### config.mk
export PLATFORM = sky130hd
export DESIGN_NAME = ghal_front
export DESIGN_NICKNAME = d
export VERILOG_FILES = /design/src/sv/ghal_pkg.sv /design/src/sv/ghal_front.sv
export SDC_FILE = /design/constraint.sdc
export NUM_CORES = 1
export LEC_CHECK = 0
export ABC_AREA = 1
export BUFFER_PORTS_ARGS = -buffer_cell sky130_fd_sc_hd__buf_2
export CORE_MARGIN = 1
export CORE_UTILIZATION = 47
export CTS_CLUSTER_SIZE = 12
export DETAILED_ROUTE_END_ITERATION = 12
export PLACE_DENSITY = 0.79
export SKIP_CTS_REPAIR_TIMING = 1
export SLEW_MARGIN = 5
export SYNTH_ARGS = -nofsm -noshare
export SYNTH_HDL_FRONTEND = slang
export SYNTH_SLANG_ARGS = --single-unit
### constraint.sdc
create_clock -name clk -period 2.5 [get_ports clk]
set_clock_uncertainty 0.15 [all_clocks]
set_input_delay 0.375 -clock clk [delete_from_list [all_inputs] [get_ports clk]]
set_output_delay 0.375 -clock clk [all_outputs]
set_load 0.05 [all_outputs]
### src/sv/ghal_pkg.sv
`default_nettype none

package ghal_pkg;

  // default build-time sizes
  localparam int NUM_TYPES_DEF = 16;
  localparam int CAPACITY_DEF  = 1024;
  localparam int GEN_BITS_DEF  = 12;

  // port field widths
  localparam int OP_W     = 2;
  localparam int TYPE_W   = 4;
  localparam int GEN_W    = 12;
  localparam int IDX_W    = 10;
  localparam int STATUS_W = 2;
  localparam int LIVE_W   = 14;

  localparam logic [OP_W-1:0] OP_ALLOC = 2'd0;
  localparam logic [OP_W-1:0] OP_FREE  = 2'd1;
  localparam logic [OP_W-1:0] OP_CHECK = 2'd2;

  localparam logic [STATUS_W-1:0] ST_OK        = 2'd0;
  localparam logic [STATUS_W-1:0] ST_INVALID   = 2'd1;
  localparam logic [STATUS_W-1:0] ST_NO_SPACE  = 2'd2;
  localparam logic [STATUS_W-1:0] ST_NOT_FOUND = 2'd3;

  localparam logic [LIVE_W-1:0] LIVE_MAX = '1;

  // front-to-back queue
  localparam int Q_DEPTH = 2;
  localparam int Q_PW    = 1;

  typedef struct packed {
    logic [OP_W-1:0]   op;
    logic [TYPE_W-1:0] obj_type;
    logic [GEN_W-1:0]  handle_gen;
    logic [IDX_W-1:0]  slot_index;
  } req_t;

  typedef struct packed {
    logic [STATUS_W-1:0] status;
    logic                alive;
    logic [TYPE_W-1:0]   out_type;
    logic [GEN_W-1:0]    out_gen;
    logic [IDX_W-1:0]    out_index;
    logic [LIVE_W-1:0]   live_total;
  } rsp_t;

  // request class decided by the front end
  typedef enum logic [2:0] {
    K_ALLOC,
    K_FREE,
    K_CHECK,
    K_INVALID,
    K_NOT_FOUND,
    K_DEAD
  } kind_t;

  typedef struct packed {
    kind_t             kind;
    logic [TYPE_W-1:0] obj_type;
    logic [GEN_W-1:0]  handle_gen;
    logic [IDX_W-1:0]  slot_index;
  } q_item_t;

  typedef enum logic {
    BK_FETCH,
    BK_EXEC
  } back_state_t;

endpackage

`default_nettype wire

### src/sv/ghal_front.sv
`default_nettype none

module ghal_front #(
  parameter int NUM_TYPES = ghal_pkg::NUM_TYPES_DEF,
  parameter int CAPACITY  = ghal_pkg::CAPACITY_DEF
) (
  input  wire logic            clk,
  input  wire logic            rst,
  input  wire logic            req_valid,
  output logic                 req_stall,
  input  wire ghal_pkg::req_t  req,
  output logic                 q_valid,
  output ghal_pkg::q_item_t    q_item,
  input  wire logic            q_pop
);
  import ghal_pkg::*;

  logic          type_ok;
  logic          handle_ok;
  q_item_t       cls;
  logic          push;

  q_item_t       qmem [Q_DEPTH];
  logic [Q_PW-1:0] wr_ptr;
  logic [Q_PW-1:0] rd_ptr;
  logic [Q_PW:0]   count;
  logic [Q_PW:0]   count_next;

  // checks that need no stored state
  always_comb begin
    type_ok   = (req.obj_type != '0) && (32'(req.obj_type) < NUM_TYPES);
    handle_ok = type_ok && (req.handle_gen != '0) && (32'(req.slot_index) < CAPACITY);
    cls.obj_type   = req.obj_type;
    cls.handle_gen = req.handle_gen;
    cls.slot_index = req.slot_index;
    unique case (req.op)
      OP_ALLOC: cls.kind = type_ok ? K_ALLOC : K_INVALID;
      OP_FREE:  cls.kind = handle_ok ? K_FREE : K_NOT_FOUND;
      OP_CHECK: cls.kind = handle_ok ? K_CHECK : K_DEAD;
      default:  cls.kind = K_INVALID;
    endcase
  end

  assign req_stall = (count == (Q_PW+1)'(Q_DEPTH));
  assign push      = req_valid && !req_stall;
  assign q_valid   = (count != '0);
  assign q_item    = qmem[rd_ptr];

  always_comb begin
    count_next = count;
    case ({push, q_pop})
      2'b10:   count_next = count + 1'b1;
      2'b01:   count_next = count - 1'b1;
      default: count_next = count;
    endcase
  end

  always_ff @(posedge clk) begin
    if (rst) begin
      wr_ptr <= '0;
      rd_ptr <= '0;
      count  <= '0;
    end else begin
      if (push) begin
        wr_ptr <= wr_ptr + 1'b1;
      end
      if (q_pop) begin
        rd_ptr <= rd_ptr + 1'b1;
      end
      count <= count_next;
    end
  end

  always_ff @(posedge clk) begin
    if (push) begin
      qmem[wr_ptr] <= cls;
    end
  end

endmodule

`default_nettype wire

Yosys cells after proc, flatten, opt, wreduce, memory -nomap -nowiden --
Memories as Yosys holds them, arrays and structs flattened. A register that Yosys moved wholly into a read port is not among the register bits. Cells that the tools add are included.
Storage, ports and cells: bits in writable memories 58, bits of input ports 32, output and inout port bits 31, register bits after elaboration 4, memories kept 1
Operators by class: add/sub/neg operators 4, mux-type cells 9, equality and inequality tests 5, reduce and logical (&&, ||, !) cells 8
Memory list:
- qmem | depth 2, width 29, rd ports 1, clocked after memory_dff 1, write ports 1, line ghal_front.sv:23 | q_item_t qmem [Q_DEPTH];
Operator list (number):
- $reduce_bool A12 Y1 | 1
- $pmux W3 S3 | 1
- $eq A2 B2 Y1 const B | 3
- $mux W3 | 2
- $eq A2 B1 Y1 const B | 2
- $mux W1 | 4
- $pmux W2 S2 | 1
- $reduce_bool A2 Y1 | 2
- $reduce_bool A4 Y1 | 1
- $add A1 B1 Y1 const B | 2
- $add A2 B1 Y2 const B | 1
- $logic_and A1 B1 Y1 | 2
- $logic_not A2 Y1 | 1
- $mux W2 | 1
- $sub A2 B1 Y2 const B | 1
- $logic_not A1 Y1 | 1

Longest topological paths before layout --
depth after elaboration 5, mapped depth 8

Least setup slack after synthesis --
No wires, ideal clock.
path type register -> register, start point register count[0], end point memory qmem[1][0] in the netlist's numbering, enable pin, buffers on the path 0, stages on the path, launching flop included 3, clock period less this slack 2.330 ns, arrival 1.764 ns, setup time 0.416 ns, path slack 0.170 ns, data required time 1.934 ns, cell sequence dfxtp_1 > o21ai_4 > nor2_1
On the way: longest elaborated chain between the ends 5
Ends and longest elaborated chain:
- start: declaration | line ghal_front.sv:26 | logic [Q_PW:0] count;
- start signal: assignment | line ghal_front.sv:70 | count <= count_next;
- $eq A2 B2 Y1 | line ghal_front.sv:44 | assign req_stall = (count == (Q_PW+1)'(Q_DEPTH));
- $logic_not A1 Y1 | line ghal_front.sv:45 | assign push = req_valid && !req_stall;
- $logic_and A1 B1 Y1 | line ghal_front.sv:45
- $mux W1 | line ghal_front.sv:75 | if (push) begin
- $mux W1 (implied by the code) | line ghal_front.sv:76 | qmem[wr_ptr] <= cls;
- end: declaration | line ghal_front.sv:23
No other way between the ends.

==> results.ini <==
[clock_network]
htreeDepth=3
clk_pin_slew_ns=0.06
clock_path_buffers=2
cts_tree=yes
cts_sinks=63
cts_made_buffers=9
clock_latency_ns=0.32
cts_root_buf=clkbuf_8

[sta]
setup-tns-final_ns=0
relSlewSlack=0.710
slew_viol_final=0
period_needed_ns=2.14
timing.fmax_mhz=468
hold_viol=0
tightest_slew_ns=0.436
rsz0062_at_grt=false
setup_viol=0
timing.final.crit_share=0.855

[cells_and_area]
final_common_cell=buf_2
final_cell_mix=buf_2, edfxtp_1, mux2_2
num_antenna_cells=0
area_growth_pct=24.4
drive_above_1_share=0.489
design_area_mm2=0.00309
nNetsFinal=254
final_util=0.605

[placement]
gp_congestion=0.743
placed_area_mm2=0.00289
numPortBuffers=62
hpwl_mm=2.59

[critical_path]
endpoint_kind=output pin
critPathSlowestCell=mux2_2
cpLargestDelayFamily=buffers and inverters
crit_chain=buf_4 > mux2_2 > buf_2
critPathBufInv=2
path_max_fanout=29
critical_path_required_ns=1.98
path_class=register to output pin
cp_data_arrival_time_ns=1.61
slowest_delay_ns=0.40
start_kind=register

[synth]
synth_area_mm2=0.00249
ys_seq_elements=63
ys_types=22
synthesis.nets=180
yosysSeqAreaShare=0.741
syn_avg_cell_area_um2=16.9
syn_inst=147
yosysWarnings=0

[route]
wl_mm=3.71
vias=1400
drt_first_pass_iters=4
viasPerCell=4.75
route.detailed.drc=0
antenna_left=0
wl_per_cell_um=12.6
drt-initial-drc-count=44

[pwr]
max-vdd-ir-drop_mv=0.386
cellLeakagePower_nw=1.23
powerDensity_mw_per_mm2=865
finalPower_w=0.00267

[run]
max_cap_viol_count=0

[hold_path]
hold_class=input port to register

[die]
num_rows=26
ios=63
start_util=0.487
die_x_um=74.7
core-area_mm2=0.00511
fp.dieH_um=74.7
die_area_mm2=0.00558

[global_route]
antenna_found_initial=0
grt_pass1_wl_mm=5.64
grtUsageTotal=0.144
grt_max_degree=30
gr-total-overflow=0
grt_pass1_vias=1302

[status]
status=completed

cells in the mapped netlist:
cell | instances | area, um2
o21bai_1 | 1 | 7.51
a31oi_1 | 1 | 6.26
ha_1 | 1 | 12.5
o21ai_4 | 1 | 16.3
inv_1 | 9 | 33.8
edfxtp_1 | 58 | 1740
a21boi_0 | 1 | 7.51
and2_0 | 1 | 6.26
nor3_1 | 1 | 5.00
nor3b_1 | 1 | 7.51
nand2_1 | 11 | 41.3
xnor2_1 | 1 | 8.76
nand3_1 | 2 | 10.0
mux2_4 | 10 | 150
nor2_1 | 16 | 60.1
a21oi_1 | 3 | 15.0
nand4_1 | 1 | 6.26
dfxtp_1 | 5 | 100
buf_2 | 1 | 5.00
xor2_1 | 1 | 8.76
mux2_2 | 19 | 214
buf_6 | 2 | 22.5
layout make-up:
class	instances	area (um2)
Fill cell	422	2020
Sequential cell	63	1840
Multi-Input combinational cell	72	588
Timing Repair Buffer	66	340
Clock buffer	9	124
Tap cell	70	87.6
Clock inverter	6	76.3
Inverter	9	33.8
metal layers:
| metal | share of wire | vias up | routed length, um | track usage |
|---|---|---|---|---|
| li1 | - | 689 | - | - |
| met1 | 0.43 | 663 | 1590 | 0.154 |
| met2 | 0.51 | 40 | 1880 | 0.245 |
| met3 | 0.044 | 8 | 162 | 0.0469 |
| met4 | 0.021 | 0 | 78 | 0.0943 |
| met5 | 0 | - | 0 | 0 |
logic make-up (layout without fill, tap and decap cells):
kind of cell	count (synthesis)	count (layout)	synth area share
AOI/OAI and AO/OA	7	7	0.0211
xor gates and xnor gates	2	2	0.00705
adders and majority gates	1	1	0.00503
buffers and inverters	12	90	0.0247
DFF	63	63	0.741
muxes	29	29	0.146
and+or+nand+nor	33	33	0.0549
final timing paths:
check | from | to | slack [ns] | cells after the start
setup / recovery | register | q_item[28] | 0.36 | 3
setup reg to reg | count[0] | qmem[1][6] | 0.97 | 3
hold / removal | req[0] | qmem[1][0] | 0.09 | 1
hold reg to reg | count[1] | count[1] | 0.37 | 2
metrics by stage:
stage          hold WS, ns  setup WS (ns)  instances
3_3_place_gp         0.350          0.692        280
3_5_place_dp         0.354          0.681        280
5_1_grt             0.0689          0.279        295
6_report            0.0905          0.363        295
2_1_floorplan        0.297          0.170        147
4_1_cts             0.0757          0.322        295
registers in the layout, summed over array words and instances (netlist names), named ones only:
name,count
wr_ptr,1
rd_ptr,1
count,2
qmem,58
where the power goes:
part	internal (W)	switching [W]
registers	0.00125	0.0000222
logic	0.000158	0.000371
clock network	0.000543	0.000333
total	0.00195	0.000727
Power figures use the tool's default switching activity.
